**src/sv/mlfq_pkg.sv**
```systemverilog
`timescale 1ns / 1ps
package mlfq_pkg;

    localparam int MaxProcesses = 16;
    localparam int MaxLevels    = 4;
    localparam int CfgWidth     = 16;
    localparam int CfgIdxWidth  = 3;

    typedef enum logic [2:0] {
        CMD_ARRIVAL  = 3'd0,
        CMD_DISPATCH = 3'd1,
        CMD_TICK     = 3'd2,
        CMD_EXPIRE   = 3'd3,
        CMD_QUERY    = 3'd4
    } t_cmd;

    typedef enum logic [2:0] {
        CFG_LEVELS  = 3'd0,
        CFG_BOOST   = 3'd1,
        CFG_QUANT0  = 3'd2,
        CFG_QUANT1  = 3'd3,
        CFG_QUANT2  = 3'd4,
        CFG_QUANT3  = 3'd5
    } t_cfg_idx;

    typedef enum logic [3:0] {
        ST_IDLE,
        ST_LVL_RD,
        ST_LVL_WAIT,
        ST_EXEC,
        ST_POP_WAIT,
        ST_POP_LVL,
        ST_POP_LVL_WAIT,
        ST_BOOST_SCAN,
        ST_BOOST_WAIT,
        ST_BOOST_PUSH,
        ST_RUN_RD,
        ST_RUN_WAIT,
        ST_DIV,
        ST_DONE
    } t_state;

    typedef struct packed {
        logic [2:0]  command;
        logic [3:0]  process_id;
        logic [31:0] tick_number;
        logic [3:0]  running_process;
        logic        running_valid;
        logic [15:0] quantum_used;
    } t_in_beat;

    typedef struct packed {
        logic [3:0] chosen_process;
        logic       chosen_valid;
        logic       preempt;
        logic       boosted;
        logic [1:0] process_level;
    } t_out_beat;

    // remainder control between sequencer and divider
    typedef struct packed {
        logic start;
    } t_div_req;

    typedef struct packed {
        logic done;
        logic zero_rem;
    } t_div_rsp;

endpackage

```
**src/sv/mlfq_div.sv**
```systemverilog
`timescale 1ns / 1ps
// restoring remainder unit, one quotient bit per cycle
module mlfq_div
    import mlfq_pkg::*;
(
    input  logic        i_clk,
    input  logic        i_rst_n,
    input  t_div_req    i_req,
    input  logic [31:0] i_dividend,
    input  logic [15:0] i_divisor,
    output t_div_rsp    o_rsp
);

    logic [31:0] r_num, n_num;
    logic [16:0] r_rem, n_rem;
    logic [15:0] r_den, n_den;
    logic [5:0]  r_cnt, n_cnt;
    logic        r_busy, n_busy;
    logic        r_done, n_done;
    logic [16:0] w_shift;

    // next remainder step
    always_comb begin
        n_num  = r_num;
        n_rem  = r_rem;
        n_den  = r_den;
        n_cnt  = r_cnt;
        n_busy = r_busy;
        n_done = 1'b0;
        w_shift = {r_rem[15:0], r_num[31]};
        if (i_req.start) begin
            n_num  = i_dividend;
            n_rem  = '0;
            n_den  = i_divisor;
            n_cnt  = 6'd32;
            n_busy = 1'b1;
        end else if (r_busy) begin
            n_num = {r_num[30:0], 1'b0};
            n_rem = (w_shift >= {1'b0, r_den}) ? w_shift - {1'b0, r_den} : w_shift;
            n_cnt = r_cnt - 6'd1;
            if (r_cnt == 6'd1) begin
                n_busy = 1'b0;
                n_done = 1'b1;
            end
        end
    end

    always_ff @(posedge i_clk) begin
        if (!i_rst_n) begin
            r_busy <= 1'b0;
            r_done <= 1'b0;
            r_cnt  <= '0;
        end else begin
            r_busy <= n_busy;
            r_done <= n_done;
            r_cnt  <= n_cnt;
        end
        r_num <= n_num;
        r_rem <= n_rem;
        r_den <= n_den;
    end

    assign o_rsp.done     = r_done;
    assign o_rsp.zero_rem = (r_rem == '0);

endmodule

```
**src/sv/multilevel_feedback_queue_scheduler.sv**
```systemverilog
`timescale 1ns / 1ps
// Multilevel feedback queue scheduler. A command is taken when start is high and
// busy is low; its one result appears on o_result for a single cycle marked by
// o_done and must be taken then, since the receiver cannot stall. Arrival, expiry
// and query read the level memory; dispatch reads the queue memory and then the
// level memory of the popped process. A tick with a nonzero tick number and boost
// interval first runs a serial remainder against the boost interval; a boosting
// tick then moves each queued entry of levels one and up to level zero. The next
// command can be taken at the edge that takes the result.
// No clearing pass is needed after reset.
module multilevel_feedback_queue_scheduler
    import mlfq_pkg::*;
#(
    parameter int MAX_PROCESSES = MaxProcesses,
    parameter int MAX_LEVELS    = MaxLevels
)(
    input  logic                   i_clk,
    input  logic                   i_rst_n,
    input  logic                   start,
    input  t_in_beat               i_cmd,
    output logic                   busy,
    output logic                   o_done,
    output t_out_beat              o_result,
    input  logic                   i_cfg_we,
    input  logic [CfgIdxWidth-1:0] i_cfg_idx,
    input  logic [CfgWidth-1:0]    i_cfg_data
);

    localparam int PW = (MAX_PROCESSES > 1) ? $clog2(MAX_PROCESSES) : 1;
    localparam int LW = (MAX_LEVELS > 1) ? $clog2(MAX_LEVELS) : 1;
    localparam int CW = $clog2(MAX_PROCESSES + 1);
    localparam int SW = LW + PW;

    // next ring index with wrap at the queue depth
    function automatic logic [PW-1:0] next_idx(input logic [PW-1:0] v);
        next_idx = (v == PW'(MAX_PROCESSES - 1)) ? '0 : v + PW'(1);
    endfunction

    // configuration
    logic [2:0]  r_levels;
    logic [15:0] r_boost_int;
    logic [15:0] r_quant [4];

    always_ff @(posedge i_clk) begin
        if (!i_rst_n) begin
            r_levels    <= 3'd3;
            r_boost_int <= 16'd100;
            r_quant[0]  <= 16'd2;
            r_quant[1]  <= 16'd4;
            r_quant[2]  <= 16'd8;
            r_quant[3]  <= 16'd16;
        end else if (i_cfg_we) begin
            unique case (i_cfg_idx)
                CFG_LEVELS: r_levels    <= i_cfg_data[2:0];
                CFG_BOOST:  r_boost_int <= i_cfg_data;
                CFG_QUANT0: r_quant[0]  <= i_cfg_data;
                CFG_QUANT1: r_quant[1]  <= i_cfg_data;
                CFG_QUANT2: r_quant[2]  <= i_cfg_data;
                CFG_QUANT3: r_quant[3]  <= i_cfg_data;
                default: ;
            endcase
        end
    end

    // last level in use
    logic [2:0] w_used;
    logic [2:0] w_last;
    always_comb begin
        w_used = r_levels;
        if (w_used == 3'd0) w_used = 3'd1;
        if (w_used > 3'(MAX_LEVELS)) w_used = 3'(MAX_LEVELS);
        w_last = w_used - 3'd1;
    end

    // memories
    logic [1:0]    m_lvl [MAX_PROCESSES];
    logic [PW-1:0] m_slot [MAX_LEVELS << PW];
    logic          w_lvl_we;
    logic [PW-1:0] w_lvl_wa, w_lvl_ra;
    logic [1:0]    w_lvl_wd;
    logic [1:0]    r_lvl_q;
    logic          w_slot_we;
    logic [SW-1:0] w_slot_wa, w_slot_ra;
    logic [PW-1:0] w_slot_wd;
    logic [PW-1:0] r_slot_q;

    always_ff @(posedge i_clk) begin
        if (w_lvl_we) m_lvl[w_lvl_wa] <= w_lvl_wd;
        r_lvl_q <= m_lvl[w_lvl_ra];
    end

    always_ff @(posedge i_clk) begin
        if (w_slot_we) m_slot[w_slot_wa] <= w_slot_wd;
        r_slot_q <= m_slot[w_slot_ra];
    end

    // queue pointers
    logic [PW-1:0] r_head [MAX_LEVELS], n_head [MAX_LEVELS];
    logic [PW-1:0] r_tail [MAX_LEVELS], n_tail [MAX_LEVELS];
    logic [CW-1:0] r_count [MAX_LEVELS], n_count [MAX_LEVELS];

    t_state    r_state, n_state;
    t_in_beat  r_cmd, n_cmd;
    logic [1:0] r_lvl, n_lvl;
    logic [LW-1:0] r_scan, n_scan;
    logic       r_boost, n_boost;
    t_out_beat  r_res, n_res;
    logic       r_done, n_done;
    t_div_req   w_div_req;
    t_div_rsp   w_div_rsp;

    mlfq_div u_div (
        .i_clk      (i_clk),
        .i_rst_n    (i_rst_n),
        .i_req      (w_div_req),
        .i_dividend (r_cmd.tick_number),
        .i_divisor  (r_boost_int),
        .o_rsp      (w_div_rsp)
    );

    logic w_pid_ok, w_run_ok;
    logic [LW-1:0] w_first;
    logic          w_any;
    logic [LW-1:0] w_dst;
    logic [2:0]    w_cur;
    assign w_pid_ok = (9'(r_cmd.process_id) < 9'(MAX_PROCESSES));
    assign w_run_ok = r_cmd.running_valid &&
                      (9'(r_cmd.running_process) < 9'(MAX_PROCESSES));

    // highest-priority (lowest-numbered) non-empty level
    always_comb begin
        w_first = '0;
        w_any   = 1'b0;
        for (int l = MAX_LEVELS - 1; l >= 0; l--) begin
            if (r_count[l] != '0) begin
                w_first = LW'(l);
                w_any   = 1'b1;
            end
        end
    end

    // non-empty level among one and up
    logic [LW-1:0] w_bfirst;
    logic          w_bany;
    always_comb begin
        w_bfirst = '0;
        w_bany   = 1'b0;
        for (int l = MAX_LEVELS - 1; l >= 1; l--) begin
            if (r_count[l] != '0) begin
                w_bfirst = LW'(l);
                w_bany   = 1'b1;
            end
        end
    end

    always_comb begin
        w_cur = {1'b0, r_lvl_q};
        w_dst = (w_cur < w_last) ? LW'(w_cur + 3'd1) : LW'(w_last);
    end

    // sequencer
    always_comb begin
        n_state   = r_state;
        n_cmd     = r_cmd;
        n_lvl     = r_lvl;
        n_scan    = r_scan;
        n_boost   = r_boost;
        n_res     = r_res;
        n_done    = 1'b0;
        n_head    = r_head;
        n_tail    = r_tail;
        n_count   = r_count;
        w_lvl_we  = 1'b0;
        w_lvl_wa  = PW'(r_cmd.process_id);
        w_lvl_wd  = '0;
        w_lvl_ra  = PW'(r_cmd.process_id);
        w_slot_we = 1'b0;
        w_slot_wa = '0;
        w_slot_wd = PW'(r_cmd.process_id);
        w_slot_ra = {r_scan, r_head[r_scan]};
        w_div_req.start = 1'b0;
        unique case (r_state)
            ST_IDLE: begin
                if (start) begin
                    n_cmd   = i_cmd;
                    n_res   = '0;
                    n_boost = 1'b0;
                    n_state = ST_LVL_RD;
                end
            end
            ST_LVL_RD: begin
                n_res.chosen_process = r_cmd.process_id;
                priority case (r_cmd.command)
                    CMD_ARRIVAL, CMD_EXPIRE, CMD_QUERY: begin
                        n_state = w_pid_ok ? ST_LVL_WAIT : ST_DONE;
                    end
                    CMD_DISPATCH: begin
                        n_res.chosen_process = '0;
                        if (w_any) begin
                            n_scan  = w_first;
                            n_state = ST_POP_WAIT;
                        end else begin
                            n_state = ST_DONE;
                        end
                    end
                    CMD_TICK: begin
                        n_res.chosen_process = '0;
                        if (r_cmd.tick_number != '0 && r_boost_int != '0) begin
                            w_div_req.start = 1'b1;
                            n_state = ST_DIV;
                        end else begin
                            n_state = ST_RUN_RD;
                        end
                    end
                    default: begin
                        n_res   = '0;
                        n_state = ST_DONE;
                    end
                endcase
            end
            ST_LVL_WAIT: begin
                n_state = ST_EXEC;
            end
            ST_EXEC: begin
                priority case (r_cmd.command)
                    CMD_ARRIVAL, CMD_EXPIRE: begin
                        n_lvl = (r_cmd.command == CMD_ARRIVAL) ? 2'd0 : 2'(w_dst);
                        n_res.process_level = n_lvl;
                        w_lvl_we = 1'b1;
                        w_lvl_wd = n_lvl;
                        if (r_count[n_lvl[LW-1:0]] < CW'(MAX_PROCESSES)) begin
                            w_slot_we = 1'b1;
                            w_slot_wa = {n_lvl[LW-1:0], r_tail[n_lvl[LW-1:0]]};
                            n_tail[n_lvl[LW-1:0]] = next_idx(r_tail[n_lvl[LW-1:0]]);
                            n_count[n_lvl[LW-1:0]] = r_count[n_lvl[LW-1:0]] + CW'(1);
                        end
                    end
                    default: begin
                        n_res.process_level = r_lvl_q;
                        n_res.preempt = (r_cmd.quantum_used >= r_quant[r_lvl_q]);
                    end
                endcase
                n_state = ST_DONE;
            end
            ST_POP_WAIT: begin
                n_head[r_scan] = next_idx(r_head[r_scan]);
                n_count[r_scan] = r_count[r_scan] - CW'(1);
                n_state = ST_POP_LVL;
            end
            ST_POP_LVL: begin
                n_res.chosen_process = 4'(r_slot_q);
                n_res.chosen_valid   = 1'b1;
                w_lvl_ra = r_slot_q;
                n_state  = ST_POP_LVL_WAIT;
            end
            ST_POP_LVL_WAIT: begin
                n_res.process_level = r_lvl_q;
                n_state = ST_DONE;
            end
            ST_DIV: begin
                if (w_div_rsp.done) begin
                    if (w_div_rsp.zero_rem) begin
                        n_boost = 1'b1;
                        n_res.boosted = 1'b1;
                        n_state = ST_BOOST_SCAN;
                    end else begin
                        n_state = ST_RUN_RD;
                    end
                end
            end
            ST_BOOST_SCAN: begin
                if (w_bany) begin
                    n_scan  = w_bfirst;
                    n_state = ST_BOOST_WAIT;
                end else begin
                    n_state = ST_RUN_RD;
                end
            end
            ST_BOOST_WAIT: begin
                n_head[r_scan] = next_idx(r_head[r_scan]);
                n_count[r_scan] = r_count[r_scan] - CW'(1);
                n_state = ST_BOOST_PUSH;
            end
            ST_BOOST_PUSH: begin
                w_lvl_we = 1'b1;
                w_lvl_wa = r_slot_q;
                w_lvl_wd = 2'd0;
                if (r_count[0] < CW'(MAX_PROCESSES)) begin
                    w_slot_we = 1'b1;
                    w_slot_wa = {LW'(0), r_tail[0]};
                    w_slot_wd = r_slot_q;
                    n_tail[0] = next_idx(r_tail[0]);
                    n_count[0] = r_count[0] + CW'(1);
                end
                n_state = ST_BOOST_SCAN;
            end
            ST_RUN_RD: begin
                w_lvl_ra = PW'(r_cmd.running_process);
                if (w_run_ok) begin
                    n_res.chosen_process = r_cmd.running_process;
                    if (r_boost) begin
                        w_lvl_we = 1'b1;
                        w_lvl_wa = PW'(r_cmd.running_process);
                        w_lvl_wd = 2'd0;
                        n_state  = ST_DONE;
                    end else begin
                        n_state = ST_RUN_WAIT;
                    end
                end else begin
                    n_state = ST_DONE;
                end
            end
            ST_RUN_WAIT: begin
                n_res.process_level = r_lvl_q;
                n_state = ST_DONE;
            end
            ST_DONE: begin
                n_done  = 1'b1;
                n_state = ST_IDLE;
            end
            default: n_state = ST_IDLE;
        endcase
    end

    always_ff @(posedge i_clk) begin
        if (!i_rst_n) begin
            r_state <= ST_IDLE;
            r_done  <= 1'b0;
            for (int l = 0; l < MAX_LEVELS; l++) begin
                r_head[l]  <= '0;
                r_tail[l]  <= '0;
                r_count[l] <= '0;
            end
        end else begin
            r_state <= n_state;
            r_done  <= n_done;
            r_head  <= n_head;
            r_tail  <= n_tail;
            r_count <= n_count;
        end
        r_cmd   <= n_cmd;
        r_lvl   <= n_lvl;
        r_scan  <= n_scan;
        r_boost <= n_boost;
        r_res   <= n_res;
    end

    assign busy     = (r_state != ST_IDLE);
    assign o_done   = r_done;
    assign o_result = r_res;

endmodule

```
**config.mk**
```make
export PLATFORM = sky130hd
export DESIGN_NAME = multilevel_feedback_queue_scheduler
export DESIGN_NICKNAME = d
export VERILOG_FILES = /design/src/sv/mlfq_pkg.sv /design/src/sv/mlfq_div.sv /design/src/sv/multilevel_feedback_queue_scheduler.sv
export SDC_FILE = /design/constraint.sdc
export NUM_CORES = 1
export LEC_CHECK = 0
export BUFFER_PORTS_ARGS = -buffer_cell sky130_fd_sc_hd__buf_2
export CAP_MARGIN = 20
export CELL_PAD_IN_SITES_DETAIL_PLACEMENT = 1
export CELL_PAD_IN_SITES_GLOBAL_PLACEMENT = 1
export CORE_UTILIZATION = 25
export CTS_CLUSTER_DIAMETER = 30
export DETAILED_ROUTE_END_ITERATION = 8
export PLACE_DENSITY_LB_ADDON = 0.3
export SLEW_MARGIN = 10
export SYNTH_ARGS = -nofsm -noshare
export SYNTH_HDL_FRONTEND = slang
export SYNTH_SLANG_ARGS = --single-unit
```
**constraint.sdc**
```tcl
create_clock -name i_clk -period 10.2 [get_ports i_clk]
set_input_delay 0 -clock i_clk [delete_from_list [all_inputs] [get_ports i_clk]]
set_output_delay 0 -clock i_clk [all_outputs]
set_load 0.005 [all_outputs]
```
* After elaboration in Yosys (flattened, before gate mapping)
Memory sizes are Yosys's and may differ from the RTL's. A register that Yosys moved wholly into a read port is not among the register bits. Index checks and enable logic that the tools add are counted.
Storage, ports and cells: memories 3, logic and storage cells 289, memory bits (writable) 352, register bits after elaboration 221
Memory list:
- m_slot | words 64, width 4, read ports 1, clocked after Yosys merged registers in 1, wr ports 1, line multilevel_feedback_queue_scheduler.sv:77 | logic [PW-1:0] m_slot [MAX_LEVELS << PW];
- r_quant | words 4, width 16, read ports 1, clocked after Yosys merged registers in 0, wr ports 4, line multilevel_feedback_queue_scheduler.sv:42 | logic [15:0] r_quant [4];
- m_lvl | words 16, width 2, read ports 1, clocked after Yosys merged registers in 1, wr ports 1, line multilevel_feedback_queue_scheduler.sv:76 | logic [1:0] m_lvl [MAX_PROCESSES];
Operators by class: reductions and logical operators 49, $add $sub $neg 10, muxes and demuxes 135, order comparisons 10, bitwise logic cells 8, equality and inequality tests 38
Operators by type and width (count):
- $mux 16 | 6
- $mux 4 | 21
- $mux 32 | 2
- $pmux 4 s11 | 1
- $mux 1 | 43
- $bwmux 20 | 2
- $mux 20 | 2
- $mux 5 | 8
- $eq 4x4->1 const B | 9
- $bwmux 16 | 2
- $reduce_bool 32->1 | 1
- $pmux 15 s2 | 1
- $mux 2 | 13
- $mux 6 | 4
- $pmux 4 s2 | 3
- $bmux 5 s2 | 2
- $demux 5 s2 | 2
- $reduce_and 4->1 | 5
- $reduce_bool 5->1 | 4
- $ge 17x16->1 | 1
- $logic_not 17->1 | 1
- $mux 17 | 1
- $sub 17x16->17 | 1
- $bmux 4 s2 | 2
- 48 further kinds | 113

* Longest topological paths before layout
Gate-level depths: netlist (run 1).
depth after elaboration 18, depth in mapped cells 16

* Hierarchy
From an unflattened synthesis (run 1), not the netlist that was laid out.
Unflattened totals: cell total of the unflattened synthesis 1906, area, all modules 26206.4 µm²
By module, submodules not included:
- multilevel_feedback_queue_scheduler | area an instance 22316.4 µm², sequential area each 14373.8 µm², cells an instance 1552, instances 1
- mlfq_div | area an instance 3890.0 µm², sequential area each 1941.9 µm², cells an instance 354, instances 1

* Least setup slack after synthesis (run 1)
No wires, ideal clock.
path type reg-to-reg, start point register r_state[2], end point memory m_slot[0][0] (netlist name) (data pin), arrival time 3791 ps, cell stages (with the launch flop) 7, library setup time 702 ps, setup slack 5707 ps, buffers on the path 2, cells stage by stage dfxtp_1 > clkbuf_1 > nor2_1 > nand3_1 > nor2_1 > clkbuf_1 > o21ai_0
On the way: cells in the longest elaborated chain, start to end 2
RTL lines:
- from (decl) | line multilevel_feedback_queue_scheduler.sv:102 | t_state r_state, n_state;
- from (signal assigned) | line multilevel_feedback_queue_scheduler.sv:335 | r_state <= n_state;
- $eq 4x4->1 | line multilevel_feedback_queue_scheduler.sv:182 | unique case (r_state)
- $mux 4 | line multilevel_feedback_queue_scheduler.sv:182
- net w_slot_wd[0] | line multilevel_feedback_queue_scheduler.sv:84 | logic [PW-1:0] w_slot_wd;
- to (decl) | line multilevel_feedback_queue_scheduler.sv:77
The timed path passes the listed nets, and every way through them passes these cells.

* Worst setup path in the final report (run 1)
start point register r_levels[1], end point memory m_slot[20][2] (netlist name), enable pin
On the way: cells in the longest elaborated chain, start to end 18, elaborated cells on any way between the ends 24, classes of those cells 1 x add/sub; 3 x order compare; 18 x mux; 1 x bitwise; 1 x reduce/logical
RTL lines:
- from (decl) | line multilevel_feedback_queue_scheduler.sv:40 | logic [2:0] r_levels;
- from (signal assigned) | line multilevel_feedback_queue_scheduler.sv:54 | CFG_LEVELS: r_levels <= i_cfg_data[2:0];
- $logic_not 3->1 | line multilevel_feedback_queue_scheduler.sv:70 | if (w_used == 3'd0) w_used = 3'd1;
- $mux 3 * | line multilevel_feedback_queue_scheduler.sv:70
- $gt 3x3->1 | line multilevel_feedback_queue_scheduler.sv:71 | if (w_used > 3'(MAX_LEVELS)) w_used = 3'(MAX_LEVELS);
- $mux 3 * | line multilevel_feedback_queue_scheduler.sv:71
- $sub 3x1->3 * | line multilevel_feedback_queue_scheduler.sv:72 | w_last = w_used - 3'd1;
- $lt 2x3->1 | line multilevel_feedback_queue_scheduler.sv:158 | w_dst = (w_cur < w_last) ? LW'(w_cur + 3'd1) : LW'(w_last);
- $mux 2 * | line multilevel_feedback_queue_scheduler.sv:158
- $mux 2 * | line multilevel_feedback_queue_scheduler.sv:227 | n_lvl = (r_cmd.command == CMD_ARRIVAL) ? 2'd0 : 2'(w_dst);
- $not 2->3 (not written as such) | line multilevel_feedback_queue_scheduler.sv:231, multilevel_feedback_queue_scheduler.sv:233
- $bmux 5 s2 | line multilevel_feedback_queue_scheduler.sv:231 | if (r_count[n_lvl[LW-1:0]] < CW'(MAX_PROCESSES)) begin
- $mux 5 (not written as such) (2 in series) | line multilevel_feedback_queue_scheduler.sv:231
- $lt 5x5->1 | line multilevel_feedback_queue_scheduler.sv:231
- $mux 1 | line multilevel_feedback_queue_scheduler.sv:231
- $mux 1 | line multilevel_feedback_queue_scheduler.sv:225 | priority case (r_cmd.command)
- $pmux 1 s2 | line multilevel_feedback_queue_scheduler.sv:182
- $mux 1 | line multilevel_feedback_queue_scheduler.sv:93 | if (w_slot_we) m_slot[w_slot_wa] <= w_slot_wd;
- $mux 1 (not written as such) | line multilevel_feedback_queue_scheduler.sv:93
Mark *: on every way between the ends. The rest lies on a longest branch, timed or not. The select of a mux whose other input is x is not followed.

==> results of run 1 <==
## final cells by class
| type | instances | share of cell area, % |
|---|---|---|
| Antenna cell | 3 | 0.0218 |
| Clock buffer | 161 | 10.7 |
| Clock inverter | 94 | 3.36 |
| Inverter | 60 | 0.654 |
| Multi-Input combinational cell | 1208 | 26.3 |
| Sequential cell | 579 | 47.4 |
| Tap cell | 1368 | 4.97 |
| Timing Repair Buffer | 284 | 6.65 |
## routing by layer
layer / share of wire [%] / global-route usage [%] / vias to the layer above / wire length [um]
li1: - / - / 8018 / -
met1: 43 / 18.2 / 8859 / 33400
met2: 50 / 25.2 / 377 / 38100
met3: 4.6 / 3.37 / 126 / 3570
met4: 2.2 / 5.34 / 0 / 1700
met5: 0 / 0 / - / 0
## worst register-to-register path: stages (launching register included)
cell     delay, ns
dfxtp_1       0.31
nor2b_1       0.15
or2_2         0.28
ha_1          0.30
ha_1          0.29
nor2_1        0.05
nor2_2        0.22
mux2i_4       0.26
buf_4         0.35
mux2i_1       0.25
mux2i_1       0.22
buf_4         0.25
o31a_1        0.53
a211o_1       0.56
nor3_1        0.51
## synth_stat cells (4+ instances only)
library cell  instances  area share (%)
nor2b_1               9            0.22
a21o_1               15            0.43
ha_1                 43             2.1
nand3_1              38            0.73
buf_2                21            0.40
dfxtp_1             107             8.2
nand3b_1              5            0.14
a211oi_1             18            0.52
or2_2                 9            0.22
o21a_1                8            0.23
clkbuf_8              4            0.21
buf_6                 6            0.26
mux2_2                6            0.26
clkbuf_1             52            0.75
a22oi_1              10            0.29
nor4_1               24            0.58
a31oi_1              14            0.34
o31a_1                4            0.13
nand4_1               7            0.17
nor3b_1               5            0.14
o21ai_0              57             1.1
nand2_1             219             3.2
nand2b_1             18            0.43
a221oi_1              7            0.24
and3_1                8            0.19
xor2_1                7            0.24
and2_1               67             1.6
nor2_1              180             2.6
nor3_1               32            0.62
o22ai_1               4           0.096
buf_1                12            0.17
mux2i_1             108             4.2
xnor2_1              19            0.64
a21oi_1              87             1.7
mux4_2               98             8.5
inv_1                60            0.87
or3_1                14            0.34
edfxtp_1            472              55
o31ai_1              10            0.29
nor3_2                5            0.19
## power groups by stage
stage	clock network [mW]	registers [mW]	logic, mW
after floorplan	0	3.15	1.33
final	4.52	3.17	1.95
after CTS	4.60	3.17	1.97
after global placement	0	3.20	1.88
after detailed placement	0	3.20	1.92
after global routing	4.72	3.20	2.14
## how the worst max path moves through the flow
stage	start	end	slack, ns	cells after the start
after CTS	r_levels[1]	m_slot[20][2]	5.28	14
after floorplan	r_state[2]	m_slot[0][0]	5.71	6
after detailed placement	r_levels[1]	m_slot[52][1]	5.28	14
after global placement	r_levels[1]	m_slot[20][0]	5.45	14
final	r_levels[1]	m_slot[20][2]	5.29	14
after global routing	r_levels[1]	m_slot[20][2]	5.09	14
## sequential cells by signal (all words and copies together), names as in the netlist
| signal | flops |
|---|---|
| m_lvl | 32 |
| m_slot | 256 |
| o_done | 1 |
| o_result | 9 |
| r_boost | 1 |
| r_boost_int | 16 |
| r_cmd | 59 |
| r_count | 20 |
| r_head | 16 |
| r_levels | 3 |
| r_lvl_q | 2 |
| r_quant | 64 |
| r_scan | 2 |
| r_slot_q | 4 |
| r_state | 4 |
| r_tail | 16 |
| u_div.r_busy | 1 |
| u_div.r_cnt | 6 |
| u_div.r_den | 16 |
| u_div.r_done | 1 |
| u_div.r_num | 32 |
| u_div.r_rem | 17 |
| w_run_ok | 1 |
## placed cells by master, fill, tap and decap left out, types with 10 or more instances in the layout
cell           count
bufinv_16         17
a22oi_1           10
and2_1            67
ha_1              43
a21oi_1           87
clkbuf_16        143
nand2b_1          18
xnor2_1           19
nor4_1            23
o31ai_1           10
inv_6             10
mux2i_1          108
nor2_1           179
nand3_1           38
or3_1             14
buf_4             37
clkinvlp_4        22
clkinv_4          14
a31oi_1           13
buf_2             93
nor3_1            30
nand2_1          219
edfxtp_1         472
o21ai_0           49
inv_1             59
a21o_1            15
dfxtp_1          107
clkinv_2          16
mux4_2            97
clkbuf_1          13
a211oi_1          18
dlygate4sd3_1    151
## timing repair
item | in CTS | in global routing
gates resized for setup | 0 | 0
endpoints found under the hold margin | 170 | 0
hold buffers | 151 | 0
## stage by stage
stage / hold WS (ns) / cells / util [%]
floorplan: 0.0989 / 1944 / -
global placement: 0.176 / 3345 / 27.4
detailed placement: 0.179 / 3347 / 27.4
CTS: 0.00177 / 3753 / 33.6
global route: 0.00551 / 3755 / 33.7
finish: 0.0327 / 3757 / 33.7
## cells by family (layout without fill, tap and decap cells)
logic type / Yosys count / after routing
compound gates: 269 / 269
xor+xnor: 26 / 26
simple gates: 656 / 656
mux: 213 / 213
other cells: 0 / 3
fa+ha+maj: 44 / 44
flops: 579 / 579
buf+inv: 157 / 599
==> flow_summary.ini, run 1 <==
[run_status]
status = finished clean

[sta]
tns_ns = 0
hold_viol_final = 0
max_slew.worst_pin.slew_ns = 1.16
slew_violations = 0
max_freq_mhz = 204
fin_skew_ns = 0.0372
relSlewSlack_pct = 22.2
period_share_pct = 48.1
rsz0062_at_grt = false
setup_slack_ns = 5.29
fin_crit_ns = 4.91
setup_viol = 0

[critical_path]
r2r_slack_ns = 5.29
worst_r2r_endpoint = m_slot[20][2]
cp_top_family = simple AND/OR/NAND/NOR gates
criticalPathCategory = flop to flop
rr_worst_depth = 14
arrival_ns = 5.25
required_ns = 10.55
r2r_start = r_levels[1]
slowest_stage = a211o_1
cp_cell_sequence = nor2b_1 > or2_2 > ha_1 > ha_1 > nor2_1 > nor2_2 > mux2i_4 > buf_4 > mux2i_1 > mux2i_1 > buf_4 > o31a_1 > a211o_1 > nor3_1
worstPathMaxFanout = 22
critical_path_buf_inv_count = 2
cp-start-kind = flop
end_kind = flop
slowest_delay_ns = 0.56

[power_and_ir_drop]
pwr-share-seq_pct = 32.9
switching_share_pct = 29.8
p_leak_nw = 12.0
p_comb_share_pct = 20.2
power_density_mw_per_mm2 = 280
power.switching_mw = 2.87
power_mw = 9.63
power_frac_clock_pct = 46.9
p_int_mw = 6.76
ir_worst_vdd_mv = 0.211

[hold_path]
hp-class = primary input to flop
hold_end = r_cmd[44]
min-delay-start = i_cmd[44]
hold_path_depth = 2

[placed_design]
place_congestion = 0.799
place_area_mm2 = 0.0281
post-place-ws_ns = 5.28
dpl.hpwl_mm = 49.0
port_buffers = 93

[floorplan]
fp.dieH_um = 324
die_w_um = 324
coreArea_mm2 = 0.102
row_count = 117
io_pins = 94
die_area_mm2 = 0.105
initial_core_util_pct = 25.4

[synth]
synth_nets = 2071
netlist_area_mm2 = 0.0260
ys_types = 80
synth-async-reset-ratio_pct = 0
synthAdderAreaFrac_pct = 2.15
synth_ff_type = edfxtp_1
synth_edf_count = 472
synthMuxAreaShare_pct = 13.0
synthSimpleGateAreaFrac_pct = 11.9
ys_ff_latch = 579
seq_area_frac_synth_pct = 62.8
ys_warn_count = 0
avgSynthCellArea_um2 = 13.4
yosys.area_share.xor_xnor_pct = 0.877
synth_top_family_by_area = multiplexers
synth_cells = 1944
synth_compound_gate_area_share_pct = 6.56

[finish]
drive_gt1_share_pct = 21.5
regArea_mm2 = 0.0163
layout.nets = 2400
num-fill-cells = 10800
syn2layout_area_growth_pct = 32.7
multi_input_area_mm2 = 0.00905
design_area_mm2 = 0.0345

[grt]
grt_pass1_wl_mm = 116
grt_util_all_layers_pct = 14.8
overflow = 0
antenna_found_initial = 4
grt_pass1_vias = 19100
grt_max_degree = 67

[clocking]
cts_buffers = 140
htreeDepth = 4
insertion_delay_ns = 0.73
clk_pin_slew_ns = 0.05
cts_buffer_depth = 3
post_cts_buffers = 0
cts_tree = yes
cts.sinks = 579
cts-root-buf = clkbuf_16

[drt]
via_count = 17400
post_drt_wl_per_cell_um = 20.4
wirelength_mm = 76.8
drt_first_pass_iters = 5
vias_per_cell = 4.63
drcViolationCount = 0
drt-initial-drc-count = 1006
ant_nets = 0

[flow_run]
cap_viol_max_count = 0
(Power assumes the default switching activity.)
==> inputs of run 2 (changes only) <==
==> constraint.sdc (replaced) <==
create_clock -name i_clk -period 4.2 [get_ports i_clk]
set_input_delay 0 -clock i_clk [delete_from_list [all_inputs] [get_ports i_clk]]
set_output_delay 0 -clock i_clk [all_outputs]
set_load 0.005 [all_outputs]
==> flow_summary.ini, run 2 (same netlist as run 1, synthesis figures left out) <==
[run_status]
status = finished clean

[drt]
ant_nets = 0
via_count = 17700
wirelength_mm = 77.4
post_drt_wl_per_cell_um = 20.3
drt-initial-drc-count = 1044
drt_first_pass_iters = 5
vias_per_cell = 4.65
drcViolationCount = 0

[floorplan]
row_count = 117
fp.dieH_um = 324
initial_core_util_pct = 25.4
die_area_mm2 = 0.105
die_w_um = 324
io_pins = 94
coreArea_mm2 = 0.102

[placed_design]
port_buffers = 93
dpl.hpwl_mm = 50.8
post-place-ws_ns = 0.0259
place_congestion = 0.837
place_area_mm2 = 0.0285
place_inst = 3394

[finish]
final_common_cell = edfxtp_1
layout.nets = 2455
largest_register_ffs = 256
regArea_mm2 = 0.0163
drive_gt1_share_pct = 24.1
syn2layout_area_growth_pct = 34.9
num-fill-cells = 10800
reg.largest.list = m_slot: 256 flops, r_quant: 64 flops, r_cmd: 59 flops
final_util_pct = 34.2
top_register = m_slot
design_area_mm2 = 0.0350
mostFrequentLayoutCells = 472 x edfxtp_1, 219 x nand2_1, 156 x dlygate4sd3_1, 150 x nor2_1, 142 x clkbuf_16
final_cells = 3810
multi_input_area_mm2 = 0.00919

[critical_path]
r2r_start = r_levels[1]
rr_worst_depth = 13
critPathLaunch = r_levels[1]
required_ns = 4.56
end_kind = flop
cp-start-kind = flop
r2r_slack_ns = 0.20
arrival_ns = 4.36
worst_r2r_endpoint = m_slot[10][2]
criticalPathCategory = flop to flop
worstPathMaxFanout = 16

[grt]
grt_pass1_wl_mm = 118
grt_use_met1_pct = 18.8
grt_pass1_vias = 19300
grt_max_degree = 60
grt_util_met2_pct = 25.1
grt_util_all_layers_pct = 14.9
grt_busiest_layer = met2
grt_util_met3_pct = 3.25
antenna_found_initial = 4
overflow = 0

[power_and_ir_drop]
ir_worst_vdd_mv = 0.445
power_density_mw_per_mm2 = 668
power_mw = 23.4
p_leak_nw = 12.3

[hold_path]
min-delay-start = i_cmd[44]
hold_end = r_cmd[44]
hold_path_depth = 2
hp-class = primary input to flop

[sta]
max_slew.worst_pin.slew_ns = 1.07
max_freq_mhz = 250
fin_skew_ns = 0.0403
setup_slack_ns = 0.202
hold_viol_final = 0
relSlewSlack_pct = 28.1
rsz0062_at_grt = false
period_share_pct = 95.2
fin_crit_ns = 4.00
setup_viol = 0
slew_violations = 0

[clocking]
cts.sinks = 579
insertion_delay_ns = 0.72
cts-root-buf = clkbuf_16
clk_pin_slew_ns = 0.04
cts_tree = yes
cts_buffer_depth = 3
htreeDepth = 4
cts_buffers = 139

[flow_run]
cap_viol_max_count = 0
## run 2: cell types whose count changed in the layout (fill, tap and decap cells not counted), sizes merged
| cell | before | now |
|---|---|---|
| buf | 133 | 184 |
| clkinv | 41 | 46 |
| inv | 74 | 78 |
| clkbuf | 161 | 164 |
| clkinvlp | 22 | 10 |
| dlygate4sd3 | 151 | 156 |
| bufinv | 17 | 15 |
| diode | 3 | 2 |
## run 2: worst max-delay path by stage
| stage | end | slack [ns] | cells past startpoint |
|---|---|---|---|
| CTS | m_slot[16][2] | -0.004 | 14 |
| global placement | m_slot[0][0] | 0.11 | 14 |
| global route | m_slot[10][2] | 0.01 | 13 |
| detailed placement | m_slot[8][0] | 0.03 | 14 |
| finish | m_slot[10][2] | 0.20 | 13 |
| floorplan | m_slot[0][0] | -0.29 | 6 |
## run 2: worst max-delay path, cell delays in order, from the launching register on
cell and delay, ns:
dfxtp_1 0.32, nor2b_1 0.14, or2_2 0.30, ha_4 0.22, ha_1 0.27, nor2_1 0.05, nor2_2 0.18, mux2i_4 0.35
mux4_2 0.62, buf_4 0.18, nor4_1 0.32, a31oi_2 0.06, buf_4 0.28, nor2_1 0.34
## run 2: area by class of cell
class	count	area share (%)
Sequential cell	579	46.6
Multi-Input combinational cell	1208	26.2
Clock buffer	164	10.5
Timing Repair Buffer	340	8.10
Tap cell	1368	4.89
Clock inverter	89	3.05
Inverter	60	0.643
Antenna cell	2	0.0143
## run 2: repair_timing
action,in CTS,in global routing
hold buffers,156,0
cloned,0,0
pin swaps,0,3
setup buffers,0,3
endpoints found under the hold margin,190,0
gates resized for setup,3,43
setup endpoints to repair,12,240
## run 2: per-stage QoR
step                      hold WS (ns)  setup TNS (ns)
after floorplan                 0.0989          -75.08
after global placement           0.176               0
after detailed placement         0.178               0
after CTS                      0.00397         -0.0166
after global routing            0.0175               0
final                           0.0394               0
## run 2: power by group
| group | internal (mW) | switching (mW) | leakage [nW] | total (mW) |
|---|---|---|---|---|
| clock network | 7.22 | 3.52 | 2.28 | 10.7 |
| registers | 7.24 | 0.437 | 5.16 | 7.68 |
| logic | 1.95 | 3.03 | 4.88 | 4.98 |
## run 2: layer usage
layer | wire (um) | vias to the layer above
met5 | 13 | -
met4 | 1680 | 2
met3 | 3740 | 131
met2 | 37900 | 413
met1 | 34100 | 9044
li1 | - | 8142
==> inputs of run 3 (changes only) <==
--- a/config.mk
+++ b/config.mk
@@ -13,6 +13,7 @@
 export CTS_CLUSTER_DIAMETER = 30
 export DETAILED_ROUTE_END_ITERATION = 8
 export PLACE_DENSITY_LB_ADDON = 0.3
+export REMOVE_ABC_BUFFERS = 1
 export SLEW_MARGIN = 10
 export SYNTH_ARGS = -nofsm -noshare
 export SYNTH_HDL_FRONTEND = slang
==> constraint.sdc (replaced) <==
create_clock -name i_clk -period 5 [get_ports i_clk]
set_input_delay 0 -clock i_clk [delete_from_list [all_inputs] [get_ports i_clk]]
set_output_delay 0 -clock i_clk [all_outputs]
set_load 0.005 [all_outputs]
==> flow_summary.ini, run 3 (same netlist as run 1, synthesis figures left out) <==
[finish]
final_cells = 3782
final_common_cell = edfxtp_1
layout.nets = 2422
antennaDiodeCount = 0
top_register = m_slot
largest_register_ffs = 256
design_area_mm2 = 0.0347
syn2layout_area_growth_pct = 33.7
reg.largest.list = m_slot: 256 flops, r_quant: 64 flops, r_cmd: 59 flops
mostFrequentLayoutCells = 472 x edfxtp_1, 219 x nand2_1, 179 x nor2_1, 154 x dlygate4sd3_1, 144 x clkbuf_16
drive_gt1_share_pct = 21.7

[clocking]
cts.hold.buffers_added = 154
cts_buffer_depth = 3
post_cts_buffers = 0
cts_buffers = 140
htreeDepth = 4
insertion_delay_ns = 0.72
cts.sinks = 579
cts_tree = yes
cts-root-buf = clkbuf_16
cts_resized = 0
clk_pin_slew_ns = 0.05

[placed_design]
place_inst = 3363
place_congestion = 0.856
place_area_mm2 = 0.0282
dpl.hpwl_mm = 50.6
port_buffers = 93
post-place-ws_ns = 0.466

[drt]
drt_first_pass_iters = 5
via_count = 17700
ant_nets = 0
vias_per_cell = 4.69
post_drt_wl_per_cell_um = 20.6
wirelength_mm = 77.9
drt-initial-drc-count = 1077
drcViolationCount = 0

[grt]
grt_pass1_wl_mm = 118
grt_max_degree = 59
grt_util_all_layers_pct = 14.9
overflow = 0
antenna_found_initial = 4
grt_pass1_vias = 19200

[sta]
hold_viol_final = 0
period_share_pct = 91.3
fin_crit_ns = 4.57
max_slew.worst_pin.slew_ns = 1.10
max_freq_mhz = 219
fin_skew_ns = 0.0342
tns_ns = 0
slew_violations = 0
rsz0062_at_grt = false
setup_viol = 0
relSlewSlack_pct = 26.0
setup_slack_ns = 0.433

[floorplan]
die_area_mm2 = 0.105
io_pins = 94
initial_core_util_pct = 25.4
die_w_um = 324
row_count = 117
coreArea_mm2 = 0.102
fp.dieH_um = 324

[power_and_ir_drop]
p_leak_nw = 12.2
ir_worst_vdd_mv = 0.277
power_density_mw_per_mm2 = 573
power_mw = 19.9

[critical_path]
critical_path_buf_inv_count = 1
required_ns = 5.35
worstPathMaxFanout = 10
cp_cell_sequence = nor2b_1 > or2_2 > ha_1 > ha_1 > nor2_1 > nor2_2 > mux2i_4 > mux2i_1 > mux2i_1 > nor2_1 > a211o_1 > buf_4 > nor3_1
slowest_delay_ns = 0.69
crit_cells = 13
cp_top_family = multiplexers
criticalPathCategory = flop to flop
end_kind = flop
arrival_ns = 4.92
cp-start-kind = flop
rr_worst_depth = 13
slowest_stage = mux2i_1

[flow_run]
cap_viol_max_count = 0

[run_status]
status = finished clean

[hold_path]
hold_path_depth = 2
hp-class = primary input to flop
==> run 3: cell count changes in the layout (fill, tap and decap cells not counted), moves of 8 or more <==
cell	change
clkinvlp_4	+8
buf_4	-27
inv_6	-8
nor2_1	+29
nor2_2	-29
==> run 3: per-stage QoR <==
step / utilization, % / hold WS, ns
2_1_floorplan: - / 0.0619
4_1_cts: 33.9 / 0.00548
5_1_grt: 33.9 / 0.0349
6_report: 33.9 / 0.0758
3_3_place_gp: 27.5 / 0.178
3_5_place_dp: 27.6 / 0.179
==> run 3: final cells by class <==
type	count	area (um^2)
clock inverters	98	1200
fillers	10900	67600
clock buffers	163	3710
multi-input cells	1208	9020
well taps	1368	1710
repair buffers	306	2540
inverters	60	225
flip-flops and latches	579	16300
==> run 3: worst reg2reg max path, delay by kind of cell, from the launching register on <==
| family | cells | cell delay, ns |
|---|---|---|
| adder cells (fa/ha/maj) | 2 | 0.59 |
| buffers and inverters | 1 | 0.19 |
| flip-flops | 1 | 0.31 |
| multiplexers | 3 | 1.41 |
| AND/OR/NAND/NOR | 6 | 1.35 |
| AO/OA/AOI/OAI | 1 | 0.37 |
==> run 3: routing by layer <==
layer	vias to the layer above	global-route usage [%]	wire length [um]
met1	9088	18.9	35200
met4	2	6.02	2070
met3	143	3.27	3420
met5	-	0	13
met2	428	24.7	37200
li1	8075	-	-
==> run 3: where the power goes <==
group	leakage (nW)	switching, mW	internal, mW
clock	2.35	2.95	6.41
combinational	4.69	2.50	1.56
sequential	5.16	0.405	6.08
==> run 3: worst paths after layout <==
check	start	endpoint	slack (ns)
min reg2reg	r_head[4]	r_head[4]	0.46
max	r_levels[1]	m_slot[52][1]	0.43
min	i_cmd[16]	w_run_ok	0.08
max reg2reg	r_levels[1]	m_slot[52][1]	0.43
